===== src/hdl/pks_pkg.sv =====
// Shared types and constants of the pose Kalman smoother.
// Used by pks_div, pks_mul and pose_kalman_smoother_top; depends on nothing.
package pks_pkg;

    localparam int FRAC_BITS = 16;
    localparam int CHANNELS  = 7;
    localparam int CH_W      = (CHANNELS > 1) ? $clog2(CHANNELS) : 1;

    localparam int WORD_W    = 32;
    localparam int NOISE_W   = 21;
    localparam int DENOM_W   = WORD_W + 1;
    localparam int GAIN_W    = FRAC_BITS + 1;
    localparam int MAG_W     = WORD_W + 1;
    localparam int PROD_W    = MAG_W + GAIN_W;

    localparam int DIV_STEPS = FRAC_BITS + 1;
    localparam int DIV_CNT_W = $clog2(DIV_STEPS + 1);

    localparam int CFG_IDX_W = 2;
    localparam logic [CFG_IDX_W-1:0] REG_PROCESS_NOISE     = CFG_IDX_W'(0);
    localparam logic [CFG_IDX_W-1:0] REG_MEASUREMENT_NOISE = CFG_IDX_W'(1);

    localparam logic [WORD_W-1:0]  ONE_WORD      = WORD_W'(64'd1 << FRAC_BITS);
    localparam logic [GAIN_W-1:0]  GAIN_ONE      = GAIN_W'(64'd1 << FRAC_BITS);
    localparam logic [NOISE_W-1:0] PN_RESET      = NOISE_W'(((64'd1 << FRAC_BITS) + 5) / 10);
    localparam logic [NOISE_W-1:0] MN_RESET      = NOISE_W'(64'd1 << FRAC_BITS);
    localparam logic [PROD_W-1:0]  ROUND_HALF    = PROD_W'(64'd1 << (FRAC_BITS - 1));

    typedef enum logic [3:0] {
        ST_IDLE,
        ST_PRED,
        ST_DIV_START,
        ST_DIV_WAIT,
        ST_DIFF,
        ST_MUL,
        ST_UPD,
        ST_COV_MUL,
        ST_COV_UPD,
        ST_DONE
    } t_state;

endpackage


===== src/hdl/pks_div.sv =====
// Restoring divider that forms the Kalman gain floor(pp * 2^FRAC_BITS / denom).
// One compare and subtract per cycle; depends on pks_pkg.
module pks_div (
    input  logic                         i_clk,
    input  logic                         i_rst_n,
    input  logic                         i_start,
    input  logic [pks_pkg::WORD_W-1:0]   i_pp,
    input  logic [pks_pkg::DENOM_W-1:0]  i_denom,
    output logic                         o_busy,
    output logic [pks_pkg::GAIN_W-1:0]   o_quot
);
    import pks_pkg::*;

    logic [DIV_CNT_W-1:0] r_cnt, n_cnt;
    logic [DENOM_W-1:0]   r_rem, n_rem;
    logic [GAIN_W-1:0]    r_quot, n_quot;
    logic                 r_bit, n_bit;
    logic [DENOM_W:0]     w_trial;

    // The dividend is pp followed by FRAC_BITS zeros. Its upper bits, pp >> 1,
    // form the starting remainder; the remaining stream is pp[0] and zeros.
    assign w_trial = {r_rem, r_bit};

    always_comb begin
        n_cnt  = r_cnt;
        n_rem  = r_rem;
        n_quot = r_quot;
        n_bit  = r_bit;
        if (i_start) begin
            n_cnt  = DIV_CNT_W'(DIV_STEPS);
            n_rem  = {2'b00, i_pp[WORD_W-1:1]};
            n_quot = '0;
            n_bit  = i_pp[0];
        end else if (r_cnt != '0) begin
            n_cnt = r_cnt - 1'b1;
            n_bit = 1'b0;
            if (w_trial >= {1'b0, i_denom}) begin
                n_rem  = DENOM_W'(w_trial - {1'b0, i_denom});
                n_quot = {r_quot[GAIN_W-2:0], 1'b1};
            end else begin
                n_rem  = w_trial[DENOM_W-1:0];
                n_quot = {r_quot[GAIN_W-2:0], 1'b0};
            end
        end
    end

    always_ff @(posedge i_clk) begin
        if (!i_rst_n) begin
            r_cnt <= '0;
        end else begin
            r_cnt <= n_cnt;
        end
        r_rem  <= n_rem;
        r_quot <= n_quot;
        r_bit  <= n_bit;
    end

    assign o_busy = (r_cnt != '0);
    assign o_quot = r_quot;

endmodule


===== src/hdl/pks_mul.sv =====
// Registered unsigned multiplier shared by the estimate and covariance updates.
// Depends on pks_pkg for operand widths.
module pks_mul (
    input  logic                        i_clk,
    input  logic [pks_pkg::MAG_W-1:0]   i_a,
    input  logic [pks_pkg::GAIN_W-1:0]  i_b,
    output logic [pks_pkg::PROD_W-1:0]  o_p
);
    import pks_pkg::*;

    logic [PROD_W-1:0] r_p;

    always_ff @(posedge i_clk) begin
        r_p <= PROD_W'(i_a) * PROD_W'(i_b);
    end

    assign o_p = r_p;

endmodule


===== src/hdl/pose_kalman_smoother_top.sv =====
// Top level of the pose Kalman smoother: sequencer, state and ports.
// Depends on pks_pkg, pks_div and pks_mul.
//
// The block smooths a seven-channel pose (position xyz and quaternion wxyz, signed
// Q16.16) with one shared scalar covariance. Each accepted item runs the schedule
// below; a new item is accepted only from idle, after the previous item is done.
// The divider part runs the covariance prediction, the divider start, 17 steps
// that retire one quotient bit each, and a step to take the quotient. The shared
// multiplier then visits each of the seven channels with a difference, a product
// and a rounded update step, and then the covariance with a product and an update
// step. The last step hands the estimate to the output register. Because of that
// register the block takes the next item while a finished estimate waits to be
// taken; it only holds in its last step if a second estimate is done before the
// first is taken. The first item, or any item with restart set, loads the
// estimate from the measurement; the covariance is never reset by an item and
// saturates at all ones. Noise registers are written through a plain write port;
// the user must write them only while the block is idle; this is not enforced.
module pose_kalman_smoother_top (
    input  logic                                i_clk,
    input  logic                                i_rst_n,
    // Configuration write port.
    input  logic                                i_cfg_we,
    input  logic [pks_pkg::CFG_IDX_W-1:0]       i_cfg_idx,
    input  logic [pks_pkg::NOISE_W-1:0]         i_cfg_data,
    // Measurement channel.
    input  logic                                i_in_valid,
    output logic                                o_in_ready,
    input  logic                                i_restart,
    input  logic signed [pks_pkg::WORD_W-1:0]   i_meas_pos_x,
    input  logic signed [pks_pkg::WORD_W-1:0]   i_meas_pos_y,
    input  logic signed [pks_pkg::WORD_W-1:0]   i_meas_pos_z,
    input  logic signed [pks_pkg::WORD_W-1:0]   i_meas_quat_w,
    input  logic signed [pks_pkg::WORD_W-1:0]   i_meas_quat_x,
    input  logic signed [pks_pkg::WORD_W-1:0]   i_meas_quat_y,
    input  logic signed [pks_pkg::WORD_W-1:0]   i_meas_quat_z,
    // Estimate channel.
    output logic                                o_out_valid,
    input  logic                                i_out_ready,
    output logic signed [pks_pkg::WORD_W-1:0]   o_est_pos_x,
    output logic signed [pks_pkg::WORD_W-1:0]   o_est_pos_y,
    output logic signed [pks_pkg::WORD_W-1:0]   o_est_pos_z,
    output logic signed [pks_pkg::WORD_W-1:0]   o_est_quat_w,
    output logic signed [pks_pkg::WORD_W-1:0]   o_est_quat_x,
    output logic signed [pks_pkg::WORD_W-1:0]   o_est_quat_y,
    output logic signed [pks_pkg::WORD_W-1:0]   o_est_quat_z
);
    import pks_pkg::*;

    t_state r_state, n_state;

    // Configuration registers.
    logic [NOISE_W-1:0] r_q, r_r;

    // Filter state.
    logic [WORD_W-1:0] r_est  [CHANNELS];
    logic [WORD_W-1:0] r_meas [CHANNELS];
    logic [WORD_W-1:0] r_out  [CHANNELS];
    logic [WORD_W-1:0] w_meas_in [CHANNELS];
    logic [WORD_W-1:0] r_cov;
    logic              r_init;
    logic              r_out_valid;

    // Per-item working registers.
    logic [WORD_W-1:0] r_pp;
    logic [GAIN_W-1:0] r_gain;
    logic [MAG_W-1:0]  r_mag;
    logic              r_neg;
    logic [CH_W-1:0]   r_ch;

    logic              w_in_fire;
    logic              w_load;
    logic              w_div_start;
    logic              w_div_busy;
    logic [GAIN_W-1:0] w_div_quot;
    logic [DENOM_W-1:0] w_denom;
    logic [WORD_W:0]   w_pred_sum;
    logic signed [WORD_W:0] w_diff;
    logic [MAG_W-1:0]  w_mul_a;
    logic [PROD_W-1:0] w_prod;
    logic [PROD_W-1:0] w_round;
    logic [MAG_W-1:0]  w_delta_mag;
    logic signed [WORD_W+1:0] w_est_sum;
    logic [WORD_W-1:0] w_cov_dec;
    logic              w_last_ch;

    assign w_meas_in[0] = i_meas_pos_x;
    assign w_meas_in[1] = i_meas_pos_y;
    assign w_meas_in[2] = i_meas_pos_z;
    assign w_meas_in[3] = i_meas_quat_w;
    assign w_meas_in[4] = i_meas_quat_x;
    assign w_meas_in[5] = i_meas_quat_y;
    assign w_meas_in[6] = i_meas_quat_z;

    assign o_in_ready = (r_state == ST_IDLE);
    assign w_in_fire  = i_in_valid && o_in_ready;
    // A restart, or the very first item, takes the measurement as the estimate.
    assign w_load     = w_in_fire && (i_restart || !r_init);

    // Predicted covariance, saturating at all ones.
    assign w_pred_sum = {1'b0, r_cov} + (WORD_W + 1)'(r_q);
    assign w_denom    = {1'b0, r_pp} + DENOM_W'(r_r);

    // Innovation of the current channel and its magnitude.
    assign w_diff = $signed({r_meas[r_ch][WORD_W-1], r_meas[r_ch]})
                  - $signed({r_est[r_ch][WORD_W-1], r_est[r_ch]});

    // The multiplier sees the pair that the current step needs.
    assign w_mul_a = (r_state == ST_COV_MUL) ? {1'b0, r_pp} : r_mag;

    // Round the scaled innovation to nearest, ties away from zero.
    assign w_round     = w_prod + ROUND_HALF;
    assign w_delta_mag = w_round[FRAC_BITS +: MAG_W];
    assign w_est_sum   = $signed({{2{r_est[r_ch][WORD_W-1]}}, r_est[r_ch]})
                       + (r_neg ? -$signed({1'b0, w_delta_mag}) : $signed({1'b0, w_delta_mag}));

    assign w_cov_dec = w_prod[FRAC_BITS +: WORD_W];
    assign w_last_ch = (r_ch == CH_W'(CHANNELS - 1));

    pks_div u_div (
        .i_clk   (i_clk),
        .i_rst_n (i_rst_n),
        .i_start (w_div_start),
        .i_pp    (r_pp),
        .i_denom (w_denom),
        .o_busy  (w_div_busy),
        .o_quot  (w_div_quot)
    );

    pks_mul u_mul (
        .i_clk (i_clk),
        .i_a   (w_mul_a),
        .i_b   (r_gain),
        .o_p   (w_prod)
    );

    // Sequencer.
    always_comb begin
        n_state     = r_state;
        w_div_start = 1'b0;
        case (r_state)
            ST_IDLE: begin
                if (w_in_fire) begin
                    n_state = ST_PRED;
                end
            end
            ST_PRED: begin
                n_state = ST_DIV_START;
            end
            ST_DIV_START: begin
                w_div_start = 1'b1;
                n_state     = ST_DIV_WAIT;
            end
            ST_DIV_WAIT: begin
                if (!w_div_busy) begin
                    n_state = ST_DIFF;
                end
            end
            ST_DIFF: begin
                n_state = ST_MUL;
            end
            ST_MUL: begin
                n_state = ST_UPD;
            end
            ST_UPD: begin
                n_state = w_last_ch ? ST_COV_MUL : ST_DIFF;
            end
            ST_COV_MUL: begin
                n_state = ST_COV_UPD;
            end
            ST_COV_UPD: begin
                n_state = ST_DONE;
            end
            ST_DONE: begin
                if (!r_out_valid || i_out_ready) begin
                    n_state = ST_IDLE;
                end
            end
            default: begin
                n_state = ST_IDLE;
            end
        endcase
    end

    always_ff @(posedge i_clk) begin
        if (!i_rst_n) begin
            r_state <= ST_IDLE;
        end else begin
            r_state <= n_state;
        end
    end

    // Control and filter state that reset defines.
    always_ff @(posedge i_clk) begin
        if (!i_rst_n) begin
            r_q         <= PN_RESET;
            r_r         <= MN_RESET;
            r_cov       <= ONE_WORD;
            r_init      <= 1'b0;
            r_out_valid <= 1'b0;
            r_ch        <= '0;
            for (int i = 0; i < CHANNELS; i++) begin
                r_est[i] <= '0;
            end
        end else begin
            if (i_cfg_we) begin
                case (i_cfg_idx)
                    REG_PROCESS_NOISE:     r_q <= i_cfg_data;
                    REG_MEASUREMENT_NOISE: r_r <= i_cfg_data;
                    default: ;
                endcase
            end

            if (w_load) begin
                r_init <= 1'b1;
                for (int i = 0; i < CHANNELS; i++) begin
                    r_est[i] <= w_meas_in[i];
                end
            end

            if (r_state == ST_DIV_START) begin
                r_ch <= '0;
            end

            if (r_state == ST_UPD) begin
                r_est[r_ch] <= w_est_sum[WORD_W-1:0];
                if (!w_last_ch) begin
                    r_ch <= r_ch + 1'b1;
                end
            end

            if (r_state == ST_COV_UPD) begin
                r_cov <= r_pp - w_cov_dec;
            end

            if (r_state == ST_DONE && (!r_out_valid || i_out_ready)) begin
                r_out_valid <= 1'b1;
            end else if (i_out_ready) begin
                r_out_valid <= 1'b0;
            end
        end
    end

    // Working registers and payload.
    always_ff @(posedge i_clk) begin
        if (w_in_fire) begin
            for (int i = 0; i < CHANNELS; i++) begin
                r_meas[i] <= w_meas_in[i];
            end
        end
        if (r_state == ST_PRED) begin
            r_pp <= w_pred_sum[WORD_W] ? '1 : w_pred_sum[WORD_W-1:0];
        end
        if (r_state == ST_DIV_WAIT && !w_div_busy) begin
            // Only r = 0 with pp = 0 gives a zero divisor; the gain is then zero.
            r_gain <= (w_denom == '0) ? '0 : w_div_quot;
        end
        if (r_state == ST_DIFF) begin
            r_neg <= w_diff[WORD_W];
            r_mag <= w_diff[WORD_W] ? MAG_W'(-w_diff) : MAG_W'(w_diff);
        end
        if (r_state == ST_DONE && (!r_out_valid || i_out_ready)) begin
            for (int i = 0; i < CHANNELS; i++) begin
                r_out[i] <= r_est[i];
            end
        end
    end

    assign o_out_valid  = r_out_valid;
    assign o_est_pos_x  = r_out[0];
    assign o_est_pos_y  = r_out[1];
    assign o_est_pos_z  = r_out[2];
    assign o_est_quat_w = r_out[3];
    assign o_est_quat_x = r_out[4];
    assign o_est_quat_y = r_out[5];
    assign o_est_quat_z = r_out[6];

    // The gain never exceeds one once the divider has delivered it.
    a_gain_bound: assert property (@(posedge i_clk) disable iff (!i_rst_n)
        (r_state == ST_DIFF) |-> (r_gain <= GAIN_ONE))
        else $error("gain above one");

    // The covariance update never grows beyond the prediction.
    a_cov_shrinks: assert property (@(posedge i_clk) disable iff (!i_rst_n)
        (r_state == ST_COV_UPD) |=> (r_cov <= r_pp))
        else $error("covariance above prediction");

    // A waiting estimate is never overwritten before it is taken.
    a_out_hold: assert property (@(posedge i_clk) disable iff (!i_rst_n)
        (r_state == ST_DONE && r_out_valid && !i_out_ready) |=> (r_state == ST_DONE))
        else $error("output register overwritten");

    // The divider is idle whenever the channel loop runs.
    a_div_idle: assert property (@(posedge i_clk) disable iff (!i_rst_n)
        (r_state == ST_DIFF || r_state == ST_MUL || r_state == ST_UPD) |-> !w_div_busy)
        else $error("divider busy during channel update");

endmodule

===== config.mk =====
export PLATFORM = sky130hd
export DESIGN_NAME = pose_kalman_smoother_top
export DESIGN_NICKNAME = d
export VERILOG_FILES = /design/src/hdl/pks_pkg.sv /design/src/hdl/pks_div.sv /design/src/hdl/pks_mul.sv /design/src/hdl/pose_kalman_smoother_top.sv
export SDC_FILE = /design/constraint.sdc
export NUM_CORES = 2
export LEC_CHECK = 0
export BUFFER_PORTS_ARGS = -buffer_cell sky130_fd_sc_hd__buf_4
export CORE_AREA = 4 4 453 365
export CTS_CLUSTER_DIAMETER = 50
export CTS_CLUSTER_SIZE = 8
export DETAILED_ROUTE_END_ITERATION = 8
export DIE_AREA = 0 0 457 369
export PLACE_DENSITY = 0.58
export SLEW_MARGIN = 40
export SYNTH_ARGS = -nofsm -noshare
export SYNTH_HDL_FRONTEND = slang
export SYNTH_SLANG_ARGS = --single-unit

===== constraint.sdc =====
create_clock -name i_clk -period 24.7 [get_ports i_clk]
set_clock_uncertainty 0.15 [all_clocks]
set_input_delay 1.235 -clock i_clk [delete_from_list [all_inputs] [get_ports i_clk]]
set_output_delay 1.235 -clock i_clk [all_outputs]
set_load 0.005 [all_outputs]

==> results.sh <==
export IMPL_grt_ovfl_total=0
export IMPL_power_switching_w=0.00439
export IMPL_core_um2=161000
export IMPL_timing_final_crit_share_pct=36.6
export IMPL_initial_utilization_pct=39.7
export IMPL_insertion_delay_ns=0.79
export IMPL_reg2reg_slack_ns=15.65
export IMPL_fillerInstances=14900
export IMPL_endpoint_kind="register"
export IMPL_seq_area_frac_synth_pct=42.8
export IMPL_grt_pass1_vias=48500
export IMPL_max_cap_viol_count=0
export IMPL_leakage_nw=31.0
export IMPL_tritoncts="done"
export IMPL_cts_resized=0
export IMPL_critPathRequiredTime_ns=25.24
export IMPL_fp_row_count=132
export IMPL_rr_endpoint="u_mul.o_p[47]"
export IMPL_antenna_left=0
export IMPL_dieArea_um2=169000
export IMPL_die_w_um=457
export IMPL_whs_endpoint="r_out[0][13]"
export IMPL_status="finished clean"
export IMPL_cts_buffers=148
export IMPL_critical_path_class="reg -> reg"
export IMPL_ir_drop_uv=176
export IMPL_dp_hpwl_um=169000
export IMPL_gr_usage_all_layers_pct=27.0
export IMPL_hold_buffers=0
export IMPL_synth_async_reset_ratio_pct=0
export IMPL_min_path_cells=0
export IMPL_nets=7422
export IMPL_dp_cells=8406
export IMPL_gp_congestion=0.915
export IMPL_h_tree_depth=4
export IMPL_wirelength_um=232000
export IMPL_clockRootBuffer="clkbuf_16"
export IMPL_slowest_delay_ns=0.68
export IMPL_relSlewSlack_pct=38.5
export IMPL_grt_max_degree=145
export IMPL_vias=49600
export IMPL_hold_viol_final=0
export IMPL_reg2reg_from="r_state[3]"
export IMPL_setup_tns_ns=0
export IMPL_drive_above_1_share_pct=13.7
export IMPL_fin_cells=8629
export IMPL_reg2reg_depth=25
export IMPL_min_path_type="reg -> reg"
export IMPL_drt_iter0_drc=5712
export IMPL_final_max_slew_viol_count=0
export IMPL_worst_pin_slew_ns=0.923
export IMPL_swShare_pct=45.0
export IMPL_antenna_found_initial=19
export IMPL_power_frac_clock_pct=19.6
export IMPL_wire_per_inst_um=26.9
export IMPL_viasPerCell=5.75
export IMPL_synth_flop_cell="edfxtp_1"
export IMPL_placement_io_buffers=478
export IMPL_max_freq_mhz=111
export IMPL_areaGrowthSynthToFinish_pct=16.7
export IMPL_synth_seq_cells=959
export IMPL_io_pins=479
export IMPL_synth_top_area_share_pct=38.5
export IMPL_start_kind="register"
export IMPL_synth_cell_types=89
export IMPL_power_frac_seq_pct=23.6
export IMPL_combPwrFrac_pct=56.8
export IMPL_cellPowerDensity_nw_per_um2=131
export IMPL_synthMostInstantiatedCell="edfxtp_1"
export IMPL_dr_pass1_iters=6
export IMPL_clk_path_buf_depth=3
export IMPL_clk_pin_slew_worst_paths_ns=0.05
export IMPL_synthCells=5987
export IMPL_rsz0062_at_grt="false"
export IMPL_syn_area_um2=63900
export IMPL_cts_sinks=959
export IMPL_synth_edf_count=819
export IMPL_die_h_um=369
export IMPL_min_period_ns=9.05
export IMPL_crit_path_max_fanout=46
export IMPL_internal_power_w=0.00536
export IMPL_synthTopCellsByCount="819 x edfxtp_1, 806 x nand2_1, 653 x inv_1"
export IMPL_synth_top_area_cell="edfxtp_1"
export IMPL_syn_avg_cell_area_um2=10.7
export IMPL_yosys_top_cells_area="edfxtp_1 38%, fa_1 15%, ha_1 5.6%"
export IMPL_hp_start="r_est[0][13]"
export IMPL_setup_viol=0
export IMPL_post_cts_buffers=0
export IMPL_grt_pass1_wl_um=338000
export IMPL_synth_nets=6994
export IMPL_cpMostUsedCell="fa_1"
export IMPL_crit_arrival_ns=9.59
export IMPL_synth_warnings=0
export IMPL_crit_slowest_cell="nor4_2"
export IMPL_drc_errors=0
-- cells by family after synthesis --
kind of cell	after synthesis	share of synthesized area, %
adders and majority gates	754	20.2
and+or+nand+nor	1711	12.7
DFF	959	42.8
AOI/OAI and AO/OA	1247	13.2
xor gates and xnor gates	291	4.00
buffers and inverters	939	5.53
muxes	86	1.48
-- power groups by stage --
stage               clock, W  combinational [W]  sequential [W]
floorplan                  0            0.00373         0.00224
global placement           0            0.00536         0.00232
detailed placement         0            0.00545         0.00232
CTS                  0.00194            0.00550         0.00230
global route         0.00201            0.00612         0.00231
finish               0.00191            0.00553         0.00230
-- critical path, delay by kind of cell, from the launching register on --
family | cells | cell delay, ns
xor gates and xnor gates | 1 | 0.13
buffers and inverters | 3 | 0.58
adders and majority gates | 7 | 3.24
DFF | 1 | 0.60
AOI/OAI and AO/OA | 8 | 2.17
and+or+nand+nor | 5 | 1.44
muxes | 1 | 0.58
-- per-stage QoR --
| step | hold slack [ns] | setup slack [ns] | total power, W | utilization [%] | cell area (µm²) |
|---|---|---|---|---|---|
| after floorplan | 0.270 | 6.04 | 0.00597 | - | 63900 |
| after global placement | 0.277 | 15.41 | 0.00768 | 43.4 | 69900 |
| after detailed placement | 0.283 | 15.78 | 0.00777 | 43.5 | 70100 |
| after CTS | 0.288 | 15.73 | 0.00974 | 46.3 | 74500 |
| after global routing | 0.305 | 15.19 | 0.0104 | 46.3 | 74600 |
| final | 0.298 | 15.65 | 0.00975 | 46.3 | 74600 |
-- worst max path at each step --
stage / start / to / cells past startpoint
finish: r_state[3] / u_mul.o_p[47] / 25
global route: r_state[3] / u_mul.o_p[47] / 25
CTS: r_state[3] / u_mul.o_p[47] / 25
detailed placement: r_state[3] / u_mul.o_p[47] / 25
global placement: r_state[3] / u_mul.o_p[47] / 25
floorplan: i_out_ready / r_out[0][0] / 2
-- registers in the layout, summed over array words and instances (netlist names), 32 cells and up --
name / flops
r_out: 224
r_mag: 33
r_est: 256
r_cov: 32
u_mul.o_p: 33
u_div.r_rem: 33
r_pp: 32
r_meas: 224
-- layer usage --
layer / share of wire (%) / vias up / global-route usage, %
met5: 0.032 / - / 0
met4: 3.0 / 12 / 8.09
met3: 10 / 351 / 6.09
met2: 44 / 2595 / 40.8
met1: 43 / 25000 / 38.7
li1: - / 21700 / -
-- cell usage in the layout (no fill, tap or decap), types with 177 or more instances in the layout --
cell      instances
a21oi_1         310
a22o_1          231
and2_1          224
buf_4           550
edfxtp_1        819
fa_1            467
ha_1            287
inv_1           652
nand2_1         797
nor2_1          208
o21ai_0         226
xnor2_1         177
-- layout make-up --
cell class	instances	area (µm²)	share of cell area, %
Multi-Input combinational cell	4089	33300	44.7
Antenna cell	17	42.5	0.0570
Clock inverter	28	494	0.662
Timing Repair Buffer	562	4330	5.80
Tap cell	2144	2680	3.59
Inverter	655	2460	3.29
Clock buffer	175	3890	5.21
Sequential cell	959	27400	36.7
(Power assumes the default switching activity.)
